<file path="src/rtl/npsd_pkg.sv">
// Shared types and constants for the node pair square distance inverse unit.
// No dependencies.
`timescale 1ns / 1ps
package npsd_pkg;
    localparam int CoordW = 16;
    localparam int DiffW  = CoordW + 1;
    localparam int SqW    = 33;
    localparam int ProdW  = 2 * DiffW;
    localparam int InvW   = 48;
    localparam int QuoW   = InvW + 1;
    localparam int CfgIdxW = 2;

    localparam logic [CfgIdxW-1:0] RegSquareRange = 2'd0;
    localparam logic [CfgIdxW-1:0] RegMinSquare   = 2'd1;

    localparam logic [SqW-1:0] SquareRangeReset = {SqW{1'b1}};
    localparam logic [SqW-1:0] MinSquareReset   = '0;

    typedef struct packed {
        logic            valid;
        logic [SqW-1:0]  d;
        logic [SqW-1:0]  rem;
        logic [QuoW-1:0] q;
        logic            nb;
        logic            re;
        logic            win;
    } div_t;
endpackage

</file>
<file path="src/rtl/npsd_div_stage.sv">
// One restoring division stage: one quotient bit of 2^48 / d per cycle.
// Depends on npsd_pkg.
`timescale 1ns / 1ps
module npsd_div_stage (
    input  logic           clk,
    input  logic           rst_n,
    input  logic           num_bit,
    input  npsd_pkg::div_t in,
    output npsd_pkg::div_t out
);
    import npsd_pkg::*;

    div_t st_reg;
    div_t st_next;
    logic [SqW:0] sh;
    logic [SqW:0] diff;
    logic ge;

    always_comb
    begin
        sh   = {in.rem, num_bit};
        ge   = sh >= {1'b0, in.d};
        diff = sh - {1'b0, in.d};
        st_next     = in;
        st_next.rem = ge ? diff[SqW-1:0] : sh[SqW-1:0];
        st_next.q   = {in.q[QuoW-2:0], ge};
    end

    always_ff @(posedge clk or negedge rst_n)
    begin
        if (!rst_n)
        begin
            st_reg <= '0;
        end
        else
        begin
            st_reg <= st_next;
        end
    end

    assign out = st_reg;
endmodule
</file>
<file path="config.mk">
export PLATFORM = sky130hd
export DESIGN_NAME = npsd_div_stage
export DESIGN_NICKNAME = d
export VERILOG_FILES = /design/src/rtl/npsd_pkg.sv /design/src/rtl/npsd_div_stage.sv
export SDC_FILE = /design/constraint.sdc
export NUM_CORES = 1
export LEC_CHECK = 0
export BUFFER_PORTS_ARGS = -buffer_cell sky130_fd_sc_hd__buf_2
export CORE_AREA = 2 2 113 115
export DETAILED_ROUTE_END_ITERATION = 12
export DIE_AREA = 0 0 115 117
export GPL_TIMING_DRIVEN = 1
export HOLD_SLACK_MARGIN = 0.06
export PLACE_DENSITY_LB_ADDON = 0.2
export SLEW_MARGIN = 20
export SYNTH_ARGS = -nofsm -noshare
export SYNTH_HDL_FRONTEND = slang
export SYNTH_SLANG_ARGS = --single-unit
</file>
<file path="constraint.sdc">
create_clock -name clk -period 1.01 [get_ports clk]
set_input_delay 0.101 -clock clk [delete_from_list [all_inputs] [get_ports clk]]
set_output_delay 0.101 -clock clk [all_outputs]
set_load 0.03 [all_outputs]
</file>
# == Yosys cells after proc, flatten, opt, wreduce, memory -nomap -nowiden ==
# Index checks and enable logic that the tools add are counted.
# op_classes
n_addsub,1
multipliers,0
div,0
order_cmp,1
eq_ne,0
shift,0
mux,1
bitwise_logic,0
reduce_logical,0
# op_table
cell,n
34-bit by 33-bit greater-or-equal comparator with 1-bit output,1
33-bit 2-to-1 mux,1
33-bit subtractor,1
# word_totals
register_bits,119
latchBits,0
ram_bits,0
mem_bits_ro,0
output_inout_bits,119
memories,0

# == Logic depth before layout (Yosys ltp) ==
# depth
depth_word,2
depth_mapped,14
mapped_depth_nobuf,12

# == Worst setup path after synthesis ==
# No wires, ideal clock.
# synth_path
path_type,input -> register
from,in num_bit
to,reg st_reg (netlist bit out[53])
setup_time_ns,0.125
t_arrival_ns,2.288
slack_ns,-1.403
stages,12
n_path_buf,1
cell_sequence,inv_1 -> ha_1 -> inv_1 -> fa_1 -> a21o_1 -> a221oi_2 -> o21ai_2 -> a21boi_2 -> o31ai_2 -> a21oi_4 -> buf_12 -> mux2_4
# synth_rtl
item,line_no,rtl
start: declaration,npsd_div_stage.sv:7,"input logic num_bit,"
end signal: assignment,npsd_div_stage.sv:37,st_reg <= st_next;
end: declaration,npsd_div_stage.sv:13,div_t st_reg;

==> metrics.cfg <==
[clock_network]
cts-root-buf=clkbuf_16
path_clk_slew_ns=0.06
cts_sinks=119
clk_path_buf_depth=2
cts_tree=done
cts_made_buffers=17
htree_levels=4

[placement]
place_hpwl_um=12700
place_area_um2=7870
gp_congestion=0.846
port_buffers=239

[detailed_routing]
drcViolationCount=0
ant_nets=0
dr.pass1.iters=7
vias=6631
avgRoutedWirePerCell_um=25.5
wl_um=29700
drt_iter0_drc=756
vias_per_cell=5.69

[floorplan]
fp-row-count=41
start_util_pct=44.7
core_um2=12300
die_w_um=115
die_area_um2=13500
die_y_um=117
io_pins=241

[synthesis]
yosysSeqAreaShare_pct=54.1
syn_nets=641
synth_top_flop_cell=dfrtp_1
synthesis.area_um2=5510
synthArstFlopShare_pct=100
synth_edf_count=0
ys_ff_latch=119
ys_types=60
synthCells=485
avgSynthCellArea_um2=11.4
yosysWarningCount=0

[cells_and_area]
nets=1158
drive_gt1_share_pct=50.7
largest_reg_flops=119
final_cell_area_um2=11100
area_growth_pct=101

[critical_path]
end_kind=flip-flop
required_ns=1.31
crit_fanout=3
startpoint_type=input port
arrival_ns=2.73
crit_type=input port to flip-flop

[global_route]
antenna_found_initial=1
grt_max_degree=39
grt_use_total_pct=37.2
grt_pass1_vias=6808
grt_pass1_wl_um=37400
grt-ovfl-total=0

[run_status]
violations=setup timing
status=complete, but fails checks

[power]
power_density_nw_per_um2=1620
peakVddDrop_uv=1120
p_leak_nw=5.49

[hold_path]
holdCritPathClass=input port to async pin

[sta]
fin_tns_setup_ns=-49.33
period_minus_slack_ns=2.43
setup_viol=153
hold_viol=0
setup_ws_ns=-1.42
rsz0062_at_grt=yes
clock.fmax_mhz=411
drv_slew=0
worst_pin_slew_ns=0.580
slew_headroom_pct=60.9
period_share_pct=241

[flow_run]
drv_cap=0

[per-layer routing]
layer,part of all wire [%],wire [um],global-route usage (%),up-vias
met4,7.2,2150,20.5,0
li1,-,-,-,2716
met2,49,14700,67.6,550
met3,9.7,2870,9.42,188
met1,34,10000,39.6,3177
met5,0,0,0,-
[layout by cell type, fill, tap and decap left out, types with 17 or more instances in the layout]
cell,instances
nand2_4,17
o21ai_2,22
a21oi_1,27
nand2_1,33
buf_4,140
dlygate4sd3_1,118
ha_1,28
buf_6,126
dfrtp_1,119
buf_2,117
inv_1,42
clkbuf_16,21
[timing repair]
item	4_1_cts	5_1_grt
buffers inserted	11	12
resized for setup	271	53
cloned	2	5
setup endpoints to repair	153	153
pin swaps	26	37
hold buffers	116	2
endpoints found under the hold margin	236	2
[synth_stat cells, types with 12 or more instances]
library cell	n	share of area [%]
o21ai_2	20	3.2
nand2_1	42	2.9
o21ai_1	13	1.2
nor2_1	14	0.95
a21oi_1	32	2.9
xnor2_1	15	2.4
xor2_1	13	2.1
inv_1	44	3.0
ha_1	33	7.5
a21o_1	12	1.6
o21ai_0	14	1.3
dfrtp_1	119	54
[worst paths after layout]
check	startpoint	to	slack [ns]
min in group clk	in[85]	out[52]$_DFF_PN0_	0.13
max in group asynchronous	rst_n	out[42]$_DFF_PN0_	0.41
hold / removal	rst_n	out[75]$_DFF_PN0_	0.11
setup / recovery	num_bit	out[66]$_DFF_PN0_	-1.42
[critical path, stage by stage]
cell and delay (ns):
buf_12 0.11, inv_12 0.05, ha_4 0.14, inv_2 0.04
fa_2 0.34, a21o_1 0.24, a221oi_4 0.38, buf_4 0.18
o211a_4 0.17, buf_4 0.11, nor2b_1 0.05, nor2_1 0.21
o21ai_0 0.20, xnor2_1 0.31, o21ai_2 0.09
[where the power goes]
group	switching, mW	internal, mW
Clock	2.60	3.64
Sequential	0.295	5.21
Combinational	3.32	2.89
Total	6.22	11.7
[cells by family (layout without fill, tap and decap cells)]
group / count (synthesis) / in the layout / share of synthesized area (%)
buffers and inverters: 62 / 591 / 5.70
other: 0 / 1 / 0
AO/OA/AOI/OAI: 136 / 136 / 18.2
flip-flops: 119 / 119 / 54.1
adder cells (fa/ha/maj): 34 / 34 / 7.86
XOR/XNOR: 28 / 28 / 4.45
AND/OR/NAND/NOR: 105 / 105 / 9.41
multiplexers: 1 / 1 / 0.273
[metrics by stage]
step                std cells  hold slack, ns  util [%]  worst slack (ns)  power [mW]
floorplan                 485          -0.195         -             -1.28        7.83
global placement          991         -0.0255      64.0             -1.44        9.57
detailed placement        991         -0.0211      64.0             -1.48        9.61
CTS                      1149          -0.171      86.4            -0.984        16.7
global route             1165           0.107      90.0             -1.50        18.3
finish                   1165           0.107      90.0             -1.42        18.0
[layout make-up]
class / instances / area [um2]
Sequential cell: 119 / 2980
Clock buffer: 17 / 425
Multi-Input combinational cell: 304 / 2620
Timing Repair Buffer: 515 / 4540
Inverter: 45 / 184
Tap cell: 150 / 188
Antenna cell: 1 / 2.50
Fill cell: 446 / 1230
Clock inverter: 14 / 151
Power figures use the tool's default switching activity.
