$ cat src/rtl/npsd_pkg.sv
// Shared types and constants for the node pair square distance inverse unit.
// No dependencies.
`timescale 1ns / 1ps
package npsd_pkg;
    localparam int CoordW = 16;
    localparam int DiffW  = CoordW + 1;
    localparam int SqW    = 33;
    localparam int ProdW  = 2 * DiffW;
    localparam int InvW   = 48;
    localparam int QuoW   = InvW + 1;
    localparam int CfgIdxW = 2;

    localparam logic [CfgIdxW-1:0] RegSquareRange = 2'd0;
    localparam logic [CfgIdxW-1:0] RegMinSquare   = 2'd1;

    localparam logic [SqW-1:0] SquareRangeReset = {SqW{1'b1}};
    localparam logic [SqW-1:0] MinSquareReset   = '0;

    typedef struct packed {
        logic            valid;
        logic [SqW-1:0]  d;
        logic [SqW-1:0]  rem;
        logic [QuoW-1:0] q;
        logic            nb;
        logic            re;
        logic            win;
    } div_t;
endpackage

$ cat src/rtl/npsd_front.sv
// Front pipeline: differences, squares, sum and window test (four stages).
// Depends on npsd_pkg.
`timescale 1ns / 1ps
module npsd_front (
    input  logic                            clk,
    input  logic                            rst_n,
    input  logic                            in_valid,
    input  logic signed [npsd_pkg::CoordW-1:0] ref_x,
    input  logic signed [npsd_pkg::CoordW-1:0] ref_y,
    input  logic signed [npsd_pkg::CoordW-1:0] other_x,
    input  logic signed [npsd_pkg::CoordW-1:0] other_y,
    input  logic                            is_neighbour,
    input  logic                            row_end_in,
    input  logic [npsd_pkg::SqW-1:0]        square_range,
    input  logic [npsd_pkg::SqW-1:0]        min_square,
    output npsd_pkg::div_t                  out
);
    import npsd_pkg::*;

    logic [3:0] v_reg;
    logic signed [DiffW-1:0] dx_reg, dy_reg;
    logic [ProdW-1:0] sqx_reg, sqy_reg;
    logic [SqW-1:0] d3_reg, d4_reg;
    logic [2:0] nb_reg, re_reg;
    logic nb4_reg, re4_reg, win_reg;
    logic signed [ProdW-1:0] sqx_next, sqy_next;
    logic [ProdW:0] sum_next;

    assign sqx_next = dx_reg * dx_reg;
    assign sqy_next = dy_reg * dy_reg;
    assign sum_next = {1'b0, sqx_reg} + {1'b0, sqy_reg};

    always_ff @(posedge clk or negedge rst_n)
    begin
        if (!rst_n)
        begin
            v_reg <= '0;
        end
        else
        begin
            v_reg <= {v_reg[2:0], in_valid};
        end
    end

    always_ff @(posedge clk)
    begin
        dx_reg  <= DiffW'(ref_x) - DiffW'(other_x);
        dy_reg  <= DiffW'(ref_y) - DiffW'(other_y);
        sqx_reg <= ProdW'(unsigned'(sqx_next));
        sqy_reg <= ProdW'(unsigned'(sqy_next));
        d3_reg  <= sum_next[SqW-1:0];
        d4_reg  <= d3_reg;
        win_reg <= (d3_reg > min_square) && (d3_reg < square_range);
        nb_reg  <= {nb_reg[1:0], is_neighbour};
        re_reg  <= {re_reg[1:0], row_end_in};
        nb4_reg <= nb_reg[2];
        re4_reg <= re_reg[2];
    end

    always_comb
    begin
        out.valid = v_reg[3];
        out.d     = d4_reg;
        out.rem   = '0;
        out.q     = '0;
        out.nb    = nb4_reg;
        out.re    = re4_reg;
        out.win   = win_reg;
    end
endmodule

$ cat config.mk
export PLATFORM = sky130hd
export DESIGN_NAME = npsd_front
export DESIGN_NICKNAME = d
export VERILOG_FILES = /design/src/rtl/npsd_pkg.sv /design/src/rtl/npsd_front.sv
export SDC_FILE = /design/constraint.sdc
export NUM_CORES = 2
export LEC_CHECK = 0
export CAP_MARGIN = 10
export CORE_MARGIN = 10
export CORE_UTILIZATION = 50
export CTS_BUF_LIST = sky130_fd_sc_hd__clkbuf_4 sky130_fd_sc_hd__clkbuf_8 sky130_fd_sc_hd__clkbuf_16
export CTS_CLUSTER_SIZE = 25
export DETAILED_ROUTE_END_ITERATION = 10
export DONT_BUFFER_PORTS = 1
export SLEW_MARGIN = 5
export SYNTH_ARGS = -nofsm -noshare
export SYNTH_HDL_FRONTEND = slang
export SYNTH_SLANG_ARGS = --single-unit
$ cat constraint.sdc
create_clock -name clk -period 7.4 [get_ports clk]
set_clock_uncertainty 0.1 [all_clocks]
set_input_delay 1.11 -clock clk [delete_from_list [all_inputs] [get_ports clk]]
set_output_delay 1.11 -clock clk [all_outputs]
set_load 0.005 [all_outputs]
## Yosys cells after proc, flatten, opt, wreduce, memory -nomap -nowiden

Cells that the tools add are included.
W data, S select, Z words.

- Register bits: 179
- Output and inout port bits: 119
- Input bits: 135
- Logic and storage cells: 20

- Reductions and logical operators: 1
- Order comparisons: 2
- Add/sub/neg operators: 3
- Multipliers: 2

Operators with widths:

| kind | number |
|---|---|
| $mul A17 B17 Y33 | 2 |
| $sub A16 B16 Y17 | 2 |
| $add A33 B33 Y33 | 1 |
| $gt A33 B33 Y1 | 1 |
| $lt A33 B33 Y1 | 1 |
| $logic_and A1 B1 Y1 | 1 |

## Depth between registers and ports, before layout

- Depth in word-level cells: 2
- Depth in mapped cells: 25
- Mapped depth without buffers: 24

## Worst setup path before layout

Ideal clock, no wire load.

- Path kind: flip-flop to flip-flop
- Start point: register dy_reg[2]
- End point: register sqy_reg[31]
- Buffers on the path: 2
- Arrival: 5,946 ps
- Cell stages (with the launch flop): 25
- Path slack: 1,220 ps
- Period minus slack after synthesis: 6,180 ps
- Data required time: 7,167 ps
- Setup time: 133 ps
- Path through: dfxtp_1 -> clkbuf_1 -> clkbuf_1 -> nand2_1 -> fa_1 -> inv_1 -> fa_1 -> inv_1 -> fa_1 -> inv_1 -> fa_1 -> fa_1 -> inv_1 -> fa_1 -> inv_1 -> ha_1 -> a41o_1 -> a21oi_2 -> nor3b_2 -> a21oi_2 -> a31oi_2 -> o211ai_1 -> a31oi_2 -> mux2i_1 -> o2111ai_1

- Word-level cells in the longest chain between the ends: 1

Ends and longest elaborated chain:

| what | line | source |
|---|---|---|
| start, declared | npsd_front.sv:21 | `logic signed [DiffW-1:0] dx_reg, dy_reg;` |
| start signal, assigned | npsd_front.sv:48 | `dy_reg <= DiffW'(ref_y) - DiffW'(other_y);` |
| $mul A17 B17 Y33 | npsd_front.sv:30 | `assign sqy_next = dy_reg * dy_reg;` |
| via sqy_next[31] | npsd_front.sv:26 | `logic signed [ProdW-1:0] sqx_next, sqy_next;` |
| end signal, assigned | npsd_front.sv:50 | `sqy_reg <= ProdW'(unsigned'(sqy_next));` |
| end, declared | npsd_front.sv:22 | `logic [ProdW-1:0] sqx_reg, sqy_reg;` |

The timed path passes the listed nets, and every way through them passes these cells.

## Final worst setup path

- Start point: register dy_reg[5]
- End point: register sqy_reg[31]

The elaborated chain is that of the path after synthesis.

==> impl_metrics.prom <==
# TYPE chip_impl_metric gauge
chip_impl_metric{name="synth-async-reset-ratio",unit="%"} 2.26
chip_impl_metric{name="syn_area",unit="µm²"} 27700
chip_impl_metric{name="synth-adder-area-share",unit="%"} 51.4
chip_impl_metric{name="die-area",unit="µm²"} 65300
chip_impl_metric{name="top_level_ports",unit=""} 254
chip_impl_metric{name="grt_pass1_wl",unit="µm"} 101000
chip_impl_metric{name="synth_sequential_area_ratio",unit="%"} 12.8
chip_impl_metric{name="finalCriticalPeriod",unit="ns"} 6.72
chip_impl_metric{name="effective_utilization_at_floorplan",unit="%"} 50.4
chip_impl_metric{name="detailedRoute.firstPassIterationCount",unit=""} 5
chip_impl_metric{name="setup_tns",unit="ns"} 0
chip_impl_metric{name="portBuffers",unit=""} 0
chip_impl_metric{name="tightest_slew",unit="ns"} 0.973
chip_impl_info{name="cp-start-kind",value="flip-flop"} 1
chip_impl_metric{name="yosys-mux-area-fraction",unit="%"} 0.117
chip_impl_metric{name="post-cts-setup-buffer-count",unit=""} 0
chip_impl_info{name="min-delay-path-class",value="in -> async"} 1
chip_impl_metric{name="design.final.nets",unit=""} 3889
chip_impl_info{name="cts_tree",value="built"} 1
chip_impl_metric{name="detailedPlacementHpwl",unit="µm"} 51900
chip_impl_metric{name="grt-ovfl-total",unit=""} 0
chip_impl_metric{name="netlist-cell-type-count",unit=""} 72
chip_impl_metric{name="drive_gt1_share",unit="%"} 3.09
chip_impl_metric{name="required",unit="ns"} 7.65
chip_impl_metric{name="drv.max_cap_violation_count",unit=""} 0
chip_impl_info{name="post_synth_most_frequent_cells",value="inv_1 (796), fa_1 (524), ha_1 (301)"} 1
chip_impl_metric{name="hold_buffers",unit=""} 0
chip_impl_metric{name="num_vias",unit=""} 18422
chip_impl_info{name="timing_worst_setup_path_type",value="reg -> reg"} 1
chip_impl_metric{name="clock-sinks",unit=""} 177
chip_impl_metric{name="post_synthesis_share_of_cell_area_spent_on_xor_and_xnor_gates",unit="%"} 4.20
chip_impl_metric{name="worstSkewPairLatency",unit="ns"} 0.48
chip_impl_metric{name="hold_viol",unit=""} 0
chip_impl_info{name="synth.most_common_cell",value="inv_1"} 1
chip_impl_metric{name="critPathArrivalTime",unit="ns"} 6.98
chip_impl_metric{name="synth_top_cell_area_share",unit="%"} 37.8
chip_impl_metric{name="num_rows",unit=""} 86
chip_impl_metric{name="timing.final.setup_violations",unit=""} 0
chip_impl_metric{name="clk_pin_slew_worst_paths",unit="ns"} 0.07
chip_impl_metric{name="final-max-slew-violation-count",unit=""} 0
chip_impl_metric{name="area_delta_synth_final",unit="%"} 4.35
chip_impl_metric{name="drt_first_iter_violations",unit=""} 969
chip_impl_metric{name="synth_edf_count",unit=""} 0
chip_impl_metric{name="place.gp.congestion",unit=""} 0.916
chip_impl_metric{name="grt_antenna_before_repair",unit=""} 1
chip_impl_metric{name="antennaDiodeCount",unit=""} 0
chip_impl_metric{name="cts-buffers-inserted",unit=""} 17
chip_impl_info{name="most_instantiated_flip_flop_cell_in_the_synthesis_netlist",value="dfxtp_1"} 1
chip_impl_metric{name="fp.dieH",unit="µm"} 256
chip_impl_info{name="ctsRootBufferMaster",value="clkbuf_16"} 1
chip_impl_metric{name="die_width",unit="µm"} 256
chip_impl_metric{name="core_area",unit="µm²"} 55000
chip_impl_metric{name="synth.avg_cell_area",unit="µm²"} 9.42
chip_impl_info{name="status",value="finished, final reports clean"} 1
chip_impl_metric{name="cts_resized",unit=""} 0
chip_impl_info{name="dominant_combinational_cell_family_by_area_after_synthesis",value="adder cells"} 1
chip_impl_metric{name="timing.final.crit_share",unit="%"} 90.9
chip_impl_metric{name="fmax",unit="GHz"} 0.149
chip_impl_metric{name="worst-path-max-fanout",unit=""} 19
chip_impl_info{name="synth_area_leaders",value="fa_1 (38%), ha_1 (14%), dfxtp_1 (12%), inv_1 (11%), xnor2_1 (3.3%)"} 1
chip_impl_metric{name="cts.path.max_buffers",unit=""} 2
chip_impl_info{name="rsz0062_at_grt",value="no"} 1
chip_impl_metric{name="global_route.usage.total",unit="%"} 19.0
chip_impl_metric{name="ys_seq_elements",unit=""} 177
chip_impl_metric{name="drt-total-wl",unit="µm"} 59600
chip_impl_metric{name="max_slew_headroom",unit="%"} 34.5
chip_impl_metric{name="antenna_left",unit=""} 0
chip_impl_metric{name="detail_route.wl_per_cell",unit="µm"} 16.1
chip_impl_metric{name="cts-htree-levels",unit=""} 4
chip_impl_metric{name="viasPerCell",unit=""} 4.99
chip_impl_metric{name="synth-simple-area-share",unit="%"} 10.1
chip_impl_metric{name="netlist_instances",unit=""} 2944
chip_impl_metric{name="route.detailed.drc",unit=""} 0
chip_impl_metric{name="ys_warn_count",unit=""} 0
chip_impl_metric{name="grt_pass1_vias",unit=""} 20414
chip_impl_info{name="synth_largest_area_cell",value="fa_1"} 1
chip_impl_metric{name="pin_count_of_the_biggest_net_entering_global_routing",unit=""} 24
chip_impl_metric{name="synth_compound_area_share",unit="%"} 7.51
chip_impl_info{name="cp-end-kind",value="flip-flop"} 1
-- cell type report --
class                           count  area [µm²]
Timing Repair Buffer               21         158
Sequential cell                   177        3560
Clock buffer                       19         447
Multi-Input combinational cell   1915       20600
Inverter                          797        2990
Fill cell                        5061       26000
Tap cell                          748         936
Clock inverter                     13         196
-- metal layers --
layer	global-route usage, %	vias to the layer above	routed length (µm)
met3	3.30	45	3210
met2	32.4	392	29500
met4	4.74	0	835
met5	0	-	0
met1	24.6	9320	26000
li1	-	8665	-
-- placed cells by master (no fill, tap or decap), drive strengths merged, types with 6 or more instances in the layout --
cell / Yosys / layout
and3: 18 / 18
ha: 301 / 301
or2: 6 / 6
nand3: 16 / 16
o21a: 25 / 25
o211ai: 8 / 8
dfxtp: 173 / 173
and2: 119 / 119
inv: 797 / 802
nand2b: 11 / 11
nand2: 195 / 195
a31oi: 10 / 10
o21ai: 45 / 45
a31o: 10 / 10
xor2: 28 / 28
nor2: 114 / 114
a21o: 48 / 48
fa: 524 / 524
nor3: 22 / 22
a211oi: 15 / 15
buf: 86 / 21
nor2b: 41 / 41
clkbuf: 50 / 19
a21oi: 81 / 81
xnor2: 105 / 105
o21bai: 10 / 10
conb: 1 / 82
or3: 7 / 7
nand4: 11 / 11
-- critical path, stage by stage, from the launching register on --
cell	delay (ns)
dfxtp_1	0.94
nand2_1	0.31
fa_1	0.64
fa_1	0.46
inv_1	0.31
fa_1	0.51
fa_1	0.50
fa_1	0.49
inv_1	0.05
fa_1	0.47
inv_1	0.04
ha_1	0.32
nand2_1	0.10
or3_1	0.43
inv_1	0.07
nand2_1	0.05
o211ai_1	0.35
a31oi_2	0.17
mux2i_1	0.17
o2111ai_1	0.12
-- metrics by stage --
stage | area [µm²] | setup slack (ns) | util, % | hold slack (ns) | instances
detailed placement | 28300 | 0.752 | 51.5 | 0.214 | 3658
global route | 28900 | 0.345 | 52.6 | 0.201 | 3690
floorplan | 28000 | 1.22 | - | 0.210 | 3025
global placement | 28300 | 0.823 | 51.5 | 0.215 | 3658
finish | 28900 | 0.677 | 52.6 | 0.221 | 3690
CTS | 28900 | 0.718 | 52.6 | 0.189 | 3690
-- cells by family after synthesis --
logic type	Yosys count
buffers and inverters	933
adder cells (fa/ha/maj)	825
AND/OR/NAND/NOR	574
AO/OA/AOI/OAI	298
flip-flops	177
XOR/XNOR	133
multiplexers	3
other	1
-- worst paths after layout --
kind,startpoint,to,slack [ns],cells after the start
min,rst_n,v_reg[3],0.22,0
max in group asynchronous,rst_n,v_reg[1],6.91,0
min reg2reg,re_reg[2],re4_reg,0.23,0
max reg2reg,dy_reg[5],sqy_reg[31],0.68,19
min in group clk,re_reg[2],re4_reg,0.23,0
max,dy_reg[5],sqy_reg[31],0.68,19
Power is left out: the tool's default activity adds up to more than one toggle a clock period on the data nets, which glitch-free logic cannot reach.
